**config.mk**
```make
export PLATFORM = sky130hd
export DESIGN_NAME = id3v2_frame_text_extractor
export DESIGN_NICKNAME = d
export VERILOG_FILES = /design/src/rtl/core/id3_pkg.sv /design/src/rtl/core/id3v2_frame_text_extractor.sv /design/src/rtl/core/id3_front.sv /design/src/rtl/core/id3_queue.sv /design/src/rtl/core/id3_back.sv
export SDC_FILE = /design/constraint.sdc
export NUM_CORES = 1
export LEC_CHECK = 0
export ABC_AREA = 1
export BUFFER_PORTS_ARGS = -buffer_cell sky130_fd_sc_hd__clkbuf_2
export CAP_MARGIN = 20
export CORE_MARGIN = 3
export CORE_UTILIZATION = 50
export CTS_BUF_LIST = sky130_fd_sc_hd__clkbuf_8
export DETAILED_ROUTE_END_ITERATION = 10
export PLACE_DENSITY = 0.69
export SLEW_MARGIN = 20
export SYNTH_ARGS = -nofsm -noshare
export SYNTH_HDL_FRONTEND = slang
export SYNTH_HIERARCHICAL = 1
export SYNTH_SLANG_ARGS = --single-unit
```
**constraint.sdc**
```tcl
create_clock -name i_clk -period 5.1 [get_ports i_clk]
set_input_delay 0.255 -clock i_clk [delete_from_list [all_inputs] [get_ports i_clk]]
set_output_delay 0.255 -clock i_clk [all_outputs]
set_load 0.02 [all_outputs]
```
**src/rtl/core/id3_pkg.sv**
```systemverilog
// Package of the ID3v2 frame text extractor: result type, status codes and constants.
// Used by the front parser, the result queue, the output stage and the top level.
package id3_pkg;

    localparam logic [7:0]  MAGIC_0        = 8'h49;  // 'I'
    localparam logic [7:0]  MAGIC_1        = 8'h44;  // 'D'
    localparam logic [7:0]  MAGIC_2        = 8'h33;  // '3'
    localparam logic [7:0]  MAJOR_VERSION  = 8'h03;
    localparam logic [7:0]  PRINT_LOW      = 8'd32;
    localparam logic [7:0]  PRINT_HIGH     = 8'd126;
    localparam logic [29:0] HEADER_LEN     = 30'd10;
    localparam logic [28:0] POS_MAX        = 29'h1FFF_FFFF;
    localparam logic [31:0] TARGET_RESET   = 32'h5449_5432;  // "TIT2"
    localparam int          QUEUE_DEPTH_DEF = 4;

    localparam logic [2:0] ST_BUSY      = 3'd0;
    localparam logic [2:0] ST_FINISHED  = 3'd1;
    localparam logic [2:0] ST_NOT_FOUND = 3'd2;
    localparam logic [2:0] ST_NOT_ID3   = 3'd3;
    localparam logic [2:0] ST_BAD_VER   = 3'd4;

    typedef struct packed {
        logic [2:0] status;
        logic       char_valid;
        logic [7:0] text_char;
    } t_result;

    typedef struct packed {
        logic full;
        logic not_empty;
    } t_queue_status;

endpackage

```
**src/rtl/core/id3v2_frame_text_extractor.sv**
```systemverilog
// ID3v2.3 frame text extractor, top level.
// Bytes of a file enter on the slave stream, one word per byte: tdata carries the byte and
// tuser is set on the byte at file offset zero, which restarts the parse. The block checks
// the 10-byte tag header ("ID3", major version 3, syncsafe size), walks the frames, and for
// the first frame whose ID equals the configured ID sends each printable payload byte
// (32 to 126) out on the master stream. The master word also carries a status: frame
// finished on the frame's last byte, or frame not found, not ID3, unsupported version.
// Bytes that produce neither a character nor a status produce no output word.
// The frame ID is written on the configuration channel, which is ready whenever reset is
// released; write it only while no byte is in flight. First ID character sits in bits 31..24.
// Throughput is one byte per cycle while the queue is not full: the front parser updates
// its counters and compares combinationally. The edge that takes a byte writes its result
// into the queue; the output register loads the queue head when it is empty or being taken.
// When the receiver stalls, the output word holds and results pile up in the queue;
// s_axis_tready is low only in reset or with the queue full, and rises once a word leaves.
// Reset (synchronous, active low) returns the parser to the header, clears the queue and
// the output valid flag, and restores the frame ID "TIT2". No clearing pass is needed.
// After a final status the block stays silent until the next start-of-file byte.
// Depends on id3_pkg, id3_front, id3_queue and id3_back.
module id3v2_frame_text_extractor #(
    parameter int QUEUE_DEPTH = id3_pkg::QUEUE_DEPTH_DEF
) (
    input  logic        i_clk,
    input  logic        i_rst_n,
    // Configuration write channel: the target frame ID.
    input  logic        i_cfg_valid,
    output logic        o_cfg_ready,
    input  logic [31:0] i_cfg_data,
    // Slave stream.
    input  logic        s_axis_tvalid,
    output logic        s_axis_tready,
    input  logic [7:0]  s_axis_tdata,   // [7:0] data_byte
    input  logic [0:0]  s_axis_tuser,   // [0] start_of_file
    // Master stream.
    output logic        m_axis_tvalid,
    input  logic        m_axis_tready,
    output logic [7:0]  m_axis_tdata,   // [7:0] text_char
    output logic [3:0]  m_axis_tuser    // [0] char_valid, [3:1] status
);
    import id3_pkg::*;

    t_queue_status w_q_stat;
    t_result       w_push_data;
    t_result       w_head;
    t_result       w_out;
    logic          w_push;
    logic          w_pop;

    // The configuration register is a plain write; it stalls only during reset.
    assign o_cfg_ready = i_rst_n;

    id3_front u_front (
        .i_clk           (i_clk),
        .i_rst_n         (i_rst_n),
        .i_valid         (s_axis_tvalid),
        .o_ready         (s_axis_tready),
        .i_data_byte     (s_axis_tdata),
        .i_start_of_file (s_axis_tuser[0]),
        .i_cfg_we        (i_cfg_valid),
        .i_cfg_data      (i_cfg_data),
        .i_q_stat        (w_q_stat),
        .o_push          (w_push),
        .o_result        (w_push_data)
    );

    id3_queue #(
        .DEPTH (QUEUE_DEPTH)
    ) u_queue (
        .i_clk   (i_clk),
        .i_rst_n (i_rst_n),
        .i_push  (w_push),
        .i_data  (w_push_data),
        .i_pop   (w_pop),
        .o_head  (w_head),
        .o_stat  (w_q_stat)
    );

    id3_back u_back (
        .i_clk    (i_clk),
        .i_rst_n  (i_rst_n),
        .i_q_stat (w_q_stat),
        .i_head   (w_head),
        .o_pop    (w_pop),
        .o_valid  (m_axis_tvalid),
        .i_ready  (m_axis_tready),
        .o_result (w_out)
    );

    assign m_axis_tdata = w_out.text_char;
    assign m_axis_tuser = {w_out.status, w_out.char_valid};

endmodule

```
**src/rtl/core/id3_front.sv**
```systemverilog
// Front parser: accepts file bytes, walks the ID3v2.3 header and frames, forms results.
// Depends on id3_pkg.
module id3_front (
    input  logic                 i_clk,
    input  logic                 i_rst_n,
    input  logic                 i_valid,
    output logic                 o_ready,
    input  logic [7:0]           i_data_byte,
    input  logic                 i_start_of_file,
    input  logic                 i_cfg_we,
    input  logic [31:0]          i_cfg_data,
    input  id3_pkg::t_queue_status i_q_stat,
    output logic                 o_push,
    output id3_pkg::t_result     o_result
);
    import id3_pkg::*;

    typedef enum logic [1:0] {
        PH_HEADER,
        PH_FRAME_HDR,
        PH_PAYLOAD,
        PH_DONE
    } t_phase;

    t_phase      r_phase,  n_phase,  w_phase;
    logic [28:0] r_pos,    n_pos,    w_pos;
    logic [27:0] r_tag,    n_tag,    w_tag;
    logic [31:0] r_fid,    n_fid,    w_fid;
    logic [31:0] r_fbl,    n_fbl,    w_fbl;
    logic [3:0]  r_fc,     n_fc,     w_fc;
    logic        r_fm,     n_fm,     w_fm;
    logic [31:0] r_target;

    logic [29:0] w_pos_inc;
    logic [27:0] w_hdr_tag;
    logic [31:0] w_fid_new;
    logic [31:0] w_fbl_dec;
    logic        w_end_hdr;
    logic        w_end_frm;
    logic        w_accept;
    logic [2:0]  w_status;
    logic        w_char_valid;
    logic [7:0]  w_char;

    // A set start flag restarts the parse before this byte is looked at.
    always_comb begin
        if (i_start_of_file) begin
            w_phase = PH_HEADER;
            w_pos   = '0;
            w_tag   = '0;
            w_fid   = '0;
            w_fbl   = '0;
            w_fc    = '0;
            w_fm    = 1'b0;
        end else begin
            w_phase = r_phase;
            w_pos   = r_pos;
            w_tag   = r_tag;
            w_fid   = r_fid;
            w_fbl   = r_fbl;
            w_fc    = r_fc;
            w_fm    = r_fm;
        end
    end

    assign w_pos_inc = {1'b0, w_pos} + 30'd1;
    assign w_hdr_tag = {w_tag[20:0], i_data_byte[6:0]};
    assign w_fid_new = {w_fid[23:0], i_data_byte};
    assign w_fbl_dec = (w_fbl != 32'd0) ? (w_fbl - 32'd1) : w_fbl;
    // The tag ends once the next offset reaches tag_size plus the header length.
    assign w_end_hdr = (w_pos_inc >= ({2'b00, w_hdr_tag} + HEADER_LEN));
    assign w_end_frm = (w_pos_inc >= ({2'b00, w_tag} + HEADER_LEN));

    always_comb begin
        n_phase      = w_phase;
        n_tag        = w_tag;
        n_fid        = w_fid;
        n_fbl        = w_fbl;
        n_fc         = w_fc;
        n_fm         = w_fm;
        w_status     = ST_BUSY;
        w_char_valid = 1'b0;
        w_char       = 8'd0;
        n_pos        = (w_pos != POS_MAX) ? (w_pos + 29'd1) : w_pos;

        case (w_phase)
            PH_HEADER: begin
                if (w_pos == 29'd0 && i_data_byte != MAGIC_0) begin
                    w_status = ST_NOT_ID3;
                    n_phase  = PH_DONE;
                end else if (w_pos == 29'd1 && i_data_byte != MAGIC_1) begin
                    w_status = ST_NOT_ID3;
                    n_phase  = PH_DONE;
                end else if (w_pos == 29'd2 && i_data_byte != MAGIC_2) begin
                    w_status = ST_NOT_ID3;
                    n_phase  = PH_DONE;
                end else if (w_pos == 29'd3 && i_data_byte != MAJOR_VERSION) begin
                    w_status = ST_BAD_VER;
                    n_phase  = PH_DONE;
                end else if (w_pos >= 29'd6 && w_pos <= 29'd9) begin
                    n_tag = w_hdr_tag;
                    if (w_pos == 29'd9) begin
                        n_fc = '0;
                        if (w_end_hdr) begin
                            w_status = ST_NOT_FOUND;
                            n_phase  = PH_DONE;
                        end else begin
                            n_phase  = PH_FRAME_HDR;
                        end
                    end
                end
            end
            PH_FRAME_HDR: begin
                if (w_fc < 4'd4) begin
                    n_fid = w_fid_new;
                    if (w_fc == 4'd3) begin
                        n_fm = (w_fid_new == r_target);
                    end
                end else if (w_fc < 4'd8) begin
                    n_fbl = {w_fbl[23:0], i_data_byte};
                end
                if (w_fc >= 4'd9) begin
                    if (w_fbl != 32'd0) begin
                        n_phase = PH_PAYLOAD;
                        n_fc    = '0;
                    end else if (w_fm) begin
                        w_status = ST_FINISHED;
                        n_phase  = PH_DONE;
                    end else begin
                        n_fc = '0;
                        if (w_end_frm) begin
                            w_status = ST_NOT_FOUND;
                            n_phase  = PH_DONE;
                        end else begin
                            n_phase  = PH_FRAME_HDR;
                        end
                    end
                end else begin
                    n_fc = w_fc + 4'd1;
                end
            end
            PH_PAYLOAD: begin
                n_fbl = w_fbl_dec;
                if (w_fm && i_data_byte >= PRINT_LOW && i_data_byte <= PRINT_HIGH) begin
                    w_char_valid = 1'b1;
                    w_char       = i_data_byte;
                end
                if (w_fbl_dec == 32'd0) begin
                    if (w_fm) begin
                        w_status = ST_FINISHED;
                        n_phase  = PH_DONE;
                    end else begin
                        n_fc = '0;
                        if (w_end_frm) begin
                            w_status = ST_NOT_FOUND;
                            n_phase  = PH_DONE;
                        end else begin
                            n_phase  = PH_FRAME_HDR;
                        end
                    end
                end
            end
            default: begin
            end
        endcase
    end

    // No byte is taken while reset is held.
    assign o_ready  = i_rst_n && !i_q_stat.full;
    assign w_accept = i_valid && o_ready;
    assign o_push   = w_accept && (w_char_valid || (w_status != ST_BUSY));
    assign o_result = '{status: w_status, char_valid: w_char_valid, text_char: w_char};

    always_ff @(posedge i_clk) begin
        if (!i_rst_n) begin
            r_phase  <= PH_HEADER;
            r_pos    <= '0;
            r_tag    <= '0;
            r_fid    <= '0;
            r_fbl    <= '0;
            r_fc     <= '0;
            r_fm     <= 1'b0;
            r_target <= TARGET_RESET;
        end else begin
            if (i_cfg_we) begin
                r_target <= i_cfg_data;
            end
            if (w_accept) begin
                r_phase <= n_phase;
                r_pos   <= n_pos;
                r_tag   <= n_tag;
                r_fid   <= n_fid;
                r_fbl   <= n_fbl;
                r_fc    <= n_fc;
                r_fm    <= n_fm;
            end
        end
    end

endmodule

```
**src/rtl/core/id3_queue.sv**
```systemverilog
// Short result queue between the front parser and the output stage.
// Depends on id3_pkg; DEPTH must be at least 2.
module id3_queue #(
    parameter int DEPTH = id3_pkg::QUEUE_DEPTH_DEF
) (
    input  logic                   i_clk,
    input  logic                   i_rst_n,
    input  logic                   i_push,
    input  id3_pkg::t_result       i_data,
    input  logic                   i_pop,
    output id3_pkg::t_result       o_head,
    output id3_pkg::t_queue_status o_stat
);
    import id3_pkg::*;

    localparam int AW = $clog2(DEPTH);
    localparam int CW = $clog2(DEPTH + 1);

    t_result       r_mem [DEPTH];
    logic [AW-1:0] r_wr_ptr;
    logic [AW-1:0] r_rd_ptr;
    logic [CW-1:0] r_count;
    logic          w_push;
    logic          w_pop;

    assign o_stat.full      = (r_count == CW'(DEPTH));
    assign o_stat.not_empty = (r_count != '0);
    assign w_push = i_push && !o_stat.full;
    assign w_pop  = i_pop && o_stat.not_empty;
    assign o_head = r_mem[r_rd_ptr];

    always_ff @(posedge i_clk) begin
        if (w_push) begin
            r_mem[r_wr_ptr] <= i_data;
        end
    end

    always_ff @(posedge i_clk) begin
        if (!i_rst_n) begin
            r_wr_ptr <= '0;
            r_rd_ptr <= '0;
            r_count  <= '0;
        end else begin
            if (w_push) begin
                r_wr_ptr <= (r_wr_ptr == AW'(DEPTH - 1)) ? '0 : (r_wr_ptr + AW'(1));
            end
            if (w_pop) begin
                r_rd_ptr <= (r_rd_ptr == AW'(DEPTH - 1)) ? '0 : (r_rd_ptr + AW'(1));
            end
            if (w_push && !w_pop) begin
                r_count <= r_count + CW'(1);
            end else if (w_pop && !w_push) begin
                r_count <= r_count - CW'(1);
            end
        end
    end

endmodule

```
**src/rtl/core/id3_back.sv**
```systemverilog
// Output stage: moves queued results into the registered master-side word.
// Depends on id3_pkg.
module id3_back (
    input  logic                   i_clk,
    input  logic                   i_rst_n,
    input  id3_pkg::t_queue_status i_q_stat,
    input  id3_pkg::t_result       i_head,
    output logic                   o_pop,
    output logic                   o_valid,
    input  logic                   i_ready,
    output id3_pkg::t_result       o_result
);
    import id3_pkg::*;

    logic    r_valid;
    t_result r_result;

    assign o_pop    = i_q_stat.not_empty && (!r_valid || i_ready);
    assign o_valid  = r_valid;
    assign o_result = r_result;

    always_ff @(posedge i_clk) begin
        if (!i_rst_n) begin
            r_valid <= 1'b0;
        end else if (o_pop) begin
            r_valid <= 1'b1;
        end else if (i_ready) begin
            r_valid <= 1'b0;
        end
    end

    always_ff @(posedge i_clk) begin
        if (o_pop) begin
            r_result <= i_head;
        end
    end

endmodule

```
==> reports/results.ini, run 1 <==
[run_status]
outcome = complete, no violations

[cts]
cts_sinks = 222
cts_buffers = 42
cts_tree = yes
insertion_delay_ps = 560
clk_pin_slew_ps = 60
ctsLongestPathBuffers = 3
cts-root-buf = clkbuf_8
htree_levels = 2

[timing]
fin_crit_sh = 0.9683
worst_pin_slew_ps = 1020
finalSetupViolCount = 0
drv_slew = 0
whs_ps = 32.28
skew_ps = 21.64
finalHoldViolCount = 0
finalSetupTns_ps = 0
fin_crit_ps = 4938
max_freq_ghz = 0.2025
rsz0062_at_grt = yes
maxSlewHeadroom = 0.3197

[drt]
wl_per_cell_um = 16.57
via_per_inst = 5.663
drtIter0Drc = 1786
drtPass1Iterations = 5
vias = 15980
wl_um = 46750
drc = 0
ant_nets = 0

[worst_setup_path]
crit_family = simple AND/OR/NAND/NOR gates
cpPeakStageDelay_ps = 410
path_class = reg -> reg
startpoint_type = register
arrival_ps = 5390
crit_buf_inv = 8
crit_slowest_cell = fa_2
cp_data_required_time_ps = 5550
crit_path_max_fanout = 3
cp-end-kind = register

[power_and_ir_drop]
power.switching_uw = 2049
power_leakage_uw = 0.007821
switching_share = 0.3610
internal_power_uw = 3626
total_power_uw = 5675
p_seq_frac = 0.366
power_per_cell_area_nw_per_um2 = 314.2
clkPwrFrac = 0.328
ir_worst_vdd_v = 0.0002277
combPwrFrac = 0.307

[synthesis]
synth_nets = 2390
synth_area_per_cell_um2 = 6.851
synth_top_area_frac = 0.2090
synthArstFlopShare = 0
ys_ff_latch = 222
synth.distinct_cells = 51
synth_flop_cell = dfxtp_1
synth_seq_area_share = 0.3251
synth_warnings = 6
yosysTopAreaCell = dfxtp_1
synthCells = 2265
synth_area_leaders = dfxtp_1, edfxtp_1, nand2_1
synth-edff-count = 60
synthesis.area_um2 = 15520

[floorplanning]
rows = 63
coreArea_um2 = 30110
start_util = 0.5153
die_h_um = 182.2
ios = 61
die-width_um = 182.2
die_area_um2 = 33180

[global_route]
first_global_vias = 14810
gr-usage-all-layers = 0.2733
grt_pass1_wl_um = 75440
grt_max_degree = 97
grt.overflow.total = 0
grt_antenna_before_repair = 1

[final_layout]
post-route-util = 0.5999
nets = 2524
syn_to_final_growth_pct = 16.41
drive_above_1_share = 0.1415
diodes = 0

[placed_design]
io_buffers = 60
gp_congestion = 0.9622
dp_hpwl_um = 32820

[flow_run]
max_cap_viol_count = 0

[worst_hold_path]
hold_path.class = in -> reg

[per-stage QoR]
stage / instances / area (um2) / setup WS (ps)
2_1_floorplan: 2265 / 15520 / 4.173
3_3_place_gp: 2698 / 16500 / -83.20
3_5_place_dp: 2698 / 16500 / -214.5
4_1_cts: 2807 / 17750 / 0.5844
5_1_grt: 2821 / 18060 / -127.7
6_report: 2821 / 18060 / 161.7
[synth_stat cells (2+ instances only)]
library cell	number
o2111ai_1	2
nor3_2	4
o211ai_1	63
nand3b_1	5
o311ai_0	5
nand4_1	38
buf_1	3
o21ai_0	164
nor4_1	5
o31ai_1	6
o21ai_1	26
nand2_1	426
clkinv_1	4
nand3_1	94
nand2_4	4
buf_6	8
nor2_2	13
nand2_2	20
a21oi_1	193
buf_2	20
clkbuf_1	70
ha_1	78
xor2_1	80
edfxtp_1	60
nor2_1	321
dfxtp_1	162
xnor2_1	9
a31o_2	5
a31oi_1	10
nor3_1	25
inv_2	10
o21bai_1	3
and3_1	2
a22oi_1	4
inv_1	251
o22ai_1	19
o32ai_1	19
nor2_4	2
a211oi_1	10
nor4_2	4
buf_4	8
[timing repair]
| item | 4_1_cts | 5_1_grt |
|---|---|---|
| hold buffers | 31 | 0 |
| endpoints found under the hold margin | 31 | 0 |
| setup endpoints to repair | 2 | 51 |
| resized for setup | 6 | 56 |
| pin swaps | 3 | 46 |
| setup buffers | 2 | 14 |
[routing by layer]
metal | global-route usage | vias to the layer above | wire length [um]
met5 | 0 | - | 15
met4 | 0.06703 | 2 | 1003
met3 | 0.05242 | 84 | 4100
met2 | 0.4302 | 684 | 20310
met1 | 0.3880 | 7354 | 21320
li1 | - | 7851 | -
[layout by cell type, fill, tap and decap left out, types with 19 or more instances in the layout]
cell type      Yosys  final
dfxtp_1          162    159
o21ai_0          164    161
edfxtp_1          60     60
ha_1              78     74
nand2_1          426    419
nor3_1            25     22
o32ai_1           19     19
xor2_1            80     78
dlygate4sd3_1      0     31
nand4_1           38     38
o22ai_1           19     19
o21ai_1           26     29
inv_2             10     19
nor2_1           321    310
inv_1            251    253
nand3_1           94     90
nor2_2            13     19
o211ai_1          63     63
nand2_2           20     26
clkbuf_2           0     60
clkbuf_8           0     48
a21oi_1          193    190
buf_4              8    104
[state kept, by name (all words and copies together) (netlist names), 4 cells and up, named ones only]
| register | count |
|---|---|
| u_front/r_fc | 4 |
| u_front/r_target | 32 |
| u_front/r_fid | 24 |
| u_queue/r_mem | 48 |
| u_back/o_result | 12 |
| u_front/r_pos | 29 |
| u_front/r_tag | 28 |
| u_front/r_fbl | 32 |
[power by group through the flow]
stage	combinational (uW)	clock (uW)	sequential, uW
finish	1740	1860	2070
global route	1940	2000	2090
CTS	1660	1910	2070
detailed placement	1630	0	2110
global placement	1600	0	2100
floorplan	1140	0	2140
[final timing paths]
kind	end	start	cells past startpoint	slack, ps
setup / recovery	u_queue/r_count[1]	u_front/r_tag[1]	38	160
hold / removal	u_front/r_target[21]	i_cfg_data[21]	3	30
setup reg to reg	u_queue/r_count[1]	u_front/r_tag[1]	38	160
hold reg to reg	u_front/r_pos[22]	u_front/r_pos[22]	2	460
[area by class of cell]
class	count	area, um2
repair buffers	199	1461
inverters	265	998.5
fillers	2768	12050
multi-input cells	1669	9170
clock buffers	48	660.6
clock inverters	28	236.5
flip-flops and latches	222	5049
well taps	390	488.0
[worst min-delay path, stage by stage]
cell and delay [ps]:
clkbuf_2 70, o21ai_0 100, a21oi_1 120
[cell families (layout without fill, tap and decap cells)]
| group | after synthesis | in the layout | share of synthesized area |
|---|---|---|---|
| AND/OR/NAND/NOR | 966 | 966 | 0.2651 |
| AO/OA/AOI/OAI | 534 | 534 | 0.1972 |
| buffers and inverters | 374 | 540 | 0.09789 |
| flip-flops | 222 | 222 | 0.3251 |
| XOR/XNOR | 89 | 89 | 0.05023 |
| adder cells (fa/ha/maj) | 79 | 79 | 0.06418 |
| other | 1 | 1 | 0.0002417 |
Note: power is estimated with default switching activity, not from simulation.
==> inputs of run 2 (changes only) <==
--- a/config.mk
+++ b/config.mk
@@ -9,11 +9,9 @@
 export BUFFER_PORTS_ARGS = -buffer_cell sky130_fd_sc_hd__clkbuf_2
 export CAP_MARGIN = 20
 export CORE_MARGIN = 3
-export CORE_UTILIZATION = 50
+export CORE_UTILIZATION = 41
 export CTS_BUF_LIST = sky130_fd_sc_hd__clkbuf_8
 export DETAILED_ROUTE_END_ITERATION = 10
-export PLACE_DENSITY = 0.69
-export SLEW_MARGIN = 20
 export SYNTH_ARGS = -nofsm -noshare
 export SYNTH_HDL_FRONTEND = slang
 export SYNTH_HIERARCHICAL = 1
==> reports/results.ini, run 2 (synthesis gave the netlist of run 1 again) <==
[run_status]
outcome = complete, no violations  ; unchanged

[final_layout]
diodes = 0  ; unchanged
syn_to_final_growth_pct = 15.97  ; was 16.41%
final_common_cell = nand2_1  ; unchanged
multi_input_area_um2 = 9154  ; was 9170 um2
ff_latch_area_um2 = 5047  ; was 5049 um2
fin_area_um2 = 17990  ; was 18060 um2
final_cell_mix = nand2_1, nor2_1, inv_1  ; unchanged
largest_registers = u_queue/r_mem: 48 flops, u_front/r_fbl: 32 flops, u_front/r_target: 32 flops  ; unchanged
largest_reg_flops = 48  ; unchanged
top_register = u_queue/r_mem  ; unchanged
fillers = 3812  ; was 2768
nets = 2520  ; was 2524
drive_above_1_share = 0.1330  ; was 0.1415

[timing]
drv_slew = 0  ; unchanged
fin_crit_ps = 4828  ; was 4938 ps
max_freq_ghz = 0.2071  ; was 0.2025 GHz
maxSlewHeadroom = 0.2451  ; was 0.3197
finalSetupViolCount = 0  ; unchanged
rsz0062_at_grt = yes  ; unchanged
skew_ps = 41.48  ; was 21.64 ps
worst_pin_slew_ps = 1131  ; was 1020 ps
finalSetupTns_ps = 0  ; unchanged
finalHoldViolCount = 0  ; unchanged
fin_crit_sh = 0.9466  ; was 0.9683

[global_route]
grt_max_degree = 81  ; was 97
grt_pass1_wl_um = 77470  ; was 75440 um
first_global_vias = 14690  ; was 14810
grt.overflow.total = 0  ; unchanged
gr-usage-all-layers = 0.2333  ; was 0.2733
grt_antenna_before_repair = 0  ; was 1

[worst_hold_path]
hold_path.class = in -> reg  ; unchanged

[worst_setup_path]
cp_data_required_time_ps = 5620  ; was 5550 ps
cpPeakStageDelay_ps = 350  ; was 410 ps
path_class = reg -> reg  ; unchanged
cp-end-kind = register  ; unchanged
startpoint_type = register  ; unchanged
arrival_ps = 5340  ; was 5390 ps
crit_path_max_fanout = 3  ; unchanged
crit_slowest_cell = fa_2  ; unchanged
crit_top_cell = inv_2

[drt]
met2_length_um = 21140  ; was 20310 um
wl_per_cell_um = 16.69  ; was 16.57 um
drtPass1Iterations = 5  ; unchanged
drc = 0  ; unchanged
via_per_inst = 5.415  ; was 5.663
drt-met1-wl_um = 22840  ; was 21320 um
wl_met3_um = 3921  ; was 4100 um
drtIter0Drc = 1364  ; was 1786
ant_nets = 0  ; unchanged
vias = 15840  ; was 15980
highest_layer = met4  ; was met5
wl_um = 48800  ; was 46750 um

[cts]
cts_tree = yes  ; unchanged
clk_pin_slew_ps = 60  ; about the same
cts_buffers = 41  ; was 42
cts-root-buf = clkbuf_8  ; unchanged
htree_levels = 2  ; unchanged
cts_sinks = 222  ; unchanged
ctsLongestPathBuffers = 3  ; unchanged
insertion_delay_ps = 620  ; was 560 ps

[power_and_ir_drop]
ir_worst_vdd_v = 0.0002189  ; was 0.0002277 V
power_leakage_uw = 0.007701  ; was 0.007821 uW
power_per_cell_area_nw_per_um2 = 306.0  ; was 314.2 nW/um2
total_power_uw = 5507  ; was 5675 uW

[floorplanning]
coreArea_um2 = 36960  ; was 30110 um2
ios = 61  ; unchanged
die_h_um = 200.5  ; was 182.2 um
die_area_um2 = 40220  ; was 33180 um2
start_util = 0.4198  ; was 0.5153
rows = 70  ; was 63
die-width_um = 200.5  ; was 182.2 um

[placed_design]
io_buffers = 60  ; unchanged
dp_hpwl_um = 35120  ; was 32820 um
gp_congestion = 0.9472  ; was 0.9622
placed_area_um2 = 16690  ; was 16500 um2

[flow_run]
max_cap_viol_count = 0  ; unchanged

==> run 2: cell count changes in the layout (fill, tap and decap cells not counted), sizes merged <==
cell and delta:
clkinvlp -4, dlygate4sd3 +2, buf -5, clkbuf -5
clkinv +2, inv +2, bufinv -2
==> run 2: report_power, final <==
group          leakage, uW  internal [uW]  total, uW  switching [uW]
clock network     0.000438            878       1670             791
registers          0.00189           1990       2090            99.0
logic              0.00537            565       1750            1180
==> run 2: metrics by stage <==
stage	cells	worst slack [ps]	hold slack (ps)	util
2_1_floorplan	2265	4.173	375.5	-
3_3_place_gp	2819	21.12	453.7	0.4514
3_5_place_dp	2820	-110.8	455.8	0.4516
4_1_cts	2922	16.71	52.63	0.4811
5_1_grt	2925	-75.66	96.42	0.4869
6_report	2925	272.4	104.0	0.4869
==> run 2: routing by layer <==
| layer | GRT usage | up-vias |
|---|---|---|
| li1 | - | 7857 |
| met1 | 0.3349 | 7334 |
| met2 | 0.3595 | 575 |
| met3 | 0.04557 | 73 |
| met4 | 0.06098 | 0 |
| met5 | 0 | - |
==> run 2: worst paths after layout <==
| check | start | to | slack (ps) | depth (start not counted) |
|---|---|---|---|---|
| setup / recovery | u_front/r_tag[2] | u_queue/r_count[2] | 270 | 40 |
| hold / removal | i_rst_n | u_front/r_tag[26] | 100 | 3 |
| setup reg to reg | u_front/r_tag[2] | u_queue/r_count[2] | 270 | 40 |
| hold reg to reg | u_front/r_tag[19] | u_front/r_tag[19] | 460 | 2 |
==> run 2: worst max-delay path, delay by kind of cell, from the launching register on <==
kind / cells / cell delay [ps]
compound gates: 2 / 230
xor+xnor: 1 / 130
fa+ha+maj: 4 / 920
buf+inv: 10 / 700
flops: 1 / 340
simple gates: 23 / 2380
==> run 2: final cells by class <==
type | instances | share of cell area
multi-input cells | 1669 | 0.5087
flip-flops and latches | 222 | 0.2805
repair buffers | 196 | 0.07801
inverters | 265 | 0.05549
well taps | 504 | 0.03504
clock buffers | 43 | 0.03289
clock inverters | 26 | 0.009387
==> run 2: what timing repair did <==
item | 4_1_cts | 5_1_grt
resized for setup | 0 | 51
hold endpoints to repair | 33 | 0
endpoints found under the setup margin | 0 | 51
buffers inserted | 0 | 3
hold buffers | 33 | 0
==> inputs of run 3 (changes only) <==
--- a/config.mk
+++ b/config.mk
@@ -12,6 +12,7 @@
 export CORE_UTILIZATION = 41
 export CTS_BUF_LIST = sky130_fd_sc_hd__clkbuf_8
 export DETAILED_ROUTE_END_ITERATION = 10
+export RECOVER_POWER = 25
 export SYNTH_ARGS = -nofsm -noshare
 export SYNTH_HDL_FRONTEND = slang
 export SYNTH_HIERARCHICAL = 1
==> reports/results.ini, run 3 (synthesis gave the netlist of run 1 again) <==
[timing]
maxSlewHeadroom = -1.750  ; was 0.2451
rsz0062_at_grt = yes  ; unchanged
drv_slew = 81  ; was 0
layout_setup_ws_ps = 270.0  ; was 272.4 ps
skew_ps = 40.40  ; was 41.48 ps
worst_pin_slew_ps = 4125  ; was 1131 ps
max_freq_ghz = 0.2070  ; was 0.2071 GHz
finalSetupViolCount = 0  ; unchanged
fin_crit_sh = 0.9471  ; was 0.9466
finalHoldViolCount = 0  ; unchanged
fin_crit_ps = 4830  ; was 4828 ps

[cts]
cts_buffers = 41  ; unchanged
htree_levels = 2  ; unchanged
insertion_delay_ps = 620  ; about the same
cts-root-buf = clkbuf_8  ; unchanged
cts_sinks = 222  ; unchanged
ctsLongestPathBuffers = 3  ; unchanged
cts_tree = yes  ; unchanged
clk_pin_slew_ps = 60  ; about the same

[worst_setup_path]
arrival_ps = 5350  ; was 5340 ps
cp-end-kind = register  ; unchanged
crit_buf_inv = 10  ; unchanged
crit_top_cell = inv_2  ; unchanged
cp_data_required_time_ps = 5620  ; about the same
cpPeakStageDelay_ps = 350  ; about the same
startpoint = u_front/r_tag[2]  ; unchanged
r2r_setup_slack_ps = 270  ; about the same
crit_path_max_fanout = 3  ; unchanged
reg2regPathDepth = 40  ; unchanged
path_class = reg -> reg  ; unchanged
cp-endpoint = u_queue/r_count[2]  ; unchanged
timing.rr.start = u_front/r_tag[2]  ; unchanged
crit_slowest_cell = fa_2  ; unchanged
startpoint_type = register  ; unchanged
r2r_end = u_queue/r_count[2]  ; unchanged
path_depth = 40  ; unchanged
crit_family = simple AND/OR/NAND/NOR gates  ; unchanged

[global_route]
first_global_vias = 14690  ; unchanged
grt_pass1_wl_um = 77470  ; unchanged
grt_max_degree = 81  ; unchanged
grt_antenna_before_repair = 0  ; unchanged
grt.overflow.total = 0  ; unchanged
gr-usage-all-layers = 0.2333  ; unchanged

[final_layout]
largest_reg_flops = 48  ; unchanged
final_common_cell = nand2_1  ; unchanged
finalNonFillerCells = 2925  ; unchanged
fin_area_um2 = 17970  ; was 17990 um2
largest_registers = u_queue/r_mem: 48 flops, u_front/r_fbl: 32 flops, u_front/r_target: 32 flops  ; unchanged
syn_to_final_growth_pct = 15.83  ; was 15.97%
final_cell_mix = nand2_1, nor2_1, inv_1  ; unchanged
drive_above_1_share = 0.1268  ; was 0.1330
diodes = 0  ; unchanged
nets = 2520  ; unchanged
top_register = u_queue/r_mem  ; unchanged

[placed_design]
dp_hpwl_um = 35120  ; unchanged
place_inst = 2820  ; unchanged
io_buffers = 60  ; unchanged
placed_area_um2 = 16690  ; unchanged
pre_cts_ws_ps = -110.8  ; unchanged
gp_congestion = 0.9472  ; unchanged

[flow_run]
max_cap_viol_count = 1  ; was 0

[power_and_ir_drop]
total_power_uw = 5495  ; was 5507 uW
power_per_cell_area_nw_per_um2 = 305.7  ; was 306.0 nW/um2
power_leakage_uw = 0.007656  ; was 0.007701 uW
ir_worst_vdd_v = 0.0002184  ; was 0.0002189 V

[drt]
wl_per_cell_um = 16.71  ; was 16.69 um
ant_nets = 0  ; unchanged
drtPass1Iterations = 5  ; unchanged
via_per_inst = 5.412  ; was 5.415
vias = 15830  ; was 15840
wl_um = 48870  ; was 48800 um
drtIter0Drc = 1455  ; was 1364
drc = 0  ; unchanged

[worst_hold_path]
hold_path.class = in -> reg  ; unchanged

[floorplanning]
die_h_um = 200.5  ; unchanged
start_util = 0.4198  ; unchanged
die_area_um2 = 40220  ; unchanged
ios = 61  ; unchanged
die-width_um = 200.5  ; unchanged
coreArea_um2 = 36960  ; unchanged
rows = 70  ; unchanged

[run_status]
violations = max-capacitance violations, max-slew violations
outcome = finished, violations left  ; was complete, no violations

## run 3: cell types whose count changed in the layout (fill, tap and decap cells not counted)
| cell | before | now |
|---|---|---|
| clkbuf_1 | 0 | 15 |
| buf_4 | 103 | 102 |
| clkbuf_2 | 60 | 46 |
## run 3: through the flow
stage / hold slack, ps / util / TNS [ps]
final: 108.6 / 0.4863 / 0
after global routing: 95.90 / 0.4863 / -137.5
after CTS: 52.63 / 0.4811 / 0
after detailed placement: 455.8 / 0.4516 / -125.4
after global placement: 453.7 / 0.4514 / 0
after floorplan: 375.5 / - / 0
## run 3: tightest hold or removal path: cells and delay by family
family	cells	cell delay, ps
buffers and inverters	2	340
AOI/OAI and AO/OA	1	60
## run 3: metal layers
metal / part of all wire / global-route usage / vias to the layer above / wire length, um
li1: - / - / 7846 / -
met1: 0.47 / 0.3349 / 7345 / 23040
met2: 0.43 / 0.3595 / 571 / 21160
met3: 0.077 / 0.04557 / 69 / 3770
met4: 0.018 / 0.06098 / 0 / 902
met5: 0 / 0 / - / 0
## run 3: timing repair
action / CTS / global route
hold buffers: 33 / 0
setup buffers: 0 / 3
resized for setup: 0 / 51
setup endpoints to repair: 0 / 51
endpoints found under the hold margin: 33 / 0
## run 3: cell type report
type,count,area [um2]
multi-input combinational,1669,9154
clock inverter,26,168.9
clock buffer,43,591.8
sequential,222,5047
timing repair buffer,196,1383
tap,504,630.6
fill,3824,18990
inverter,265,998.5
## run 3: power breakdown
| part | switching, uW | internal, uW | total, uW |
|---|---|---|---|
| registers | 99.3 | 1990 | 2090 |
| logic | 1190 | 556 | 1740 |
| clock network | 786 | 878 | 1660 |
## run 3: worst min path at each step
stage	from	endpoint	slack [ps]	depth (start not counted)
floorplan	i_rst_n	u_queue/r_wr_ptr[0]	380	2
global placement	u_front/r_tag[19]	u_front/r_tag[19]	450	2
detailed placement	u_front/r_tag[11]	u_front/r_tag[11]	460	2
CTS	i_rst_n	u_front/r_tag[19]	50	3
global route	i_rst_n	u_front/r_tag[22]	100	3
finish	i_rst_n	u_front/r_tag[26]	110	3
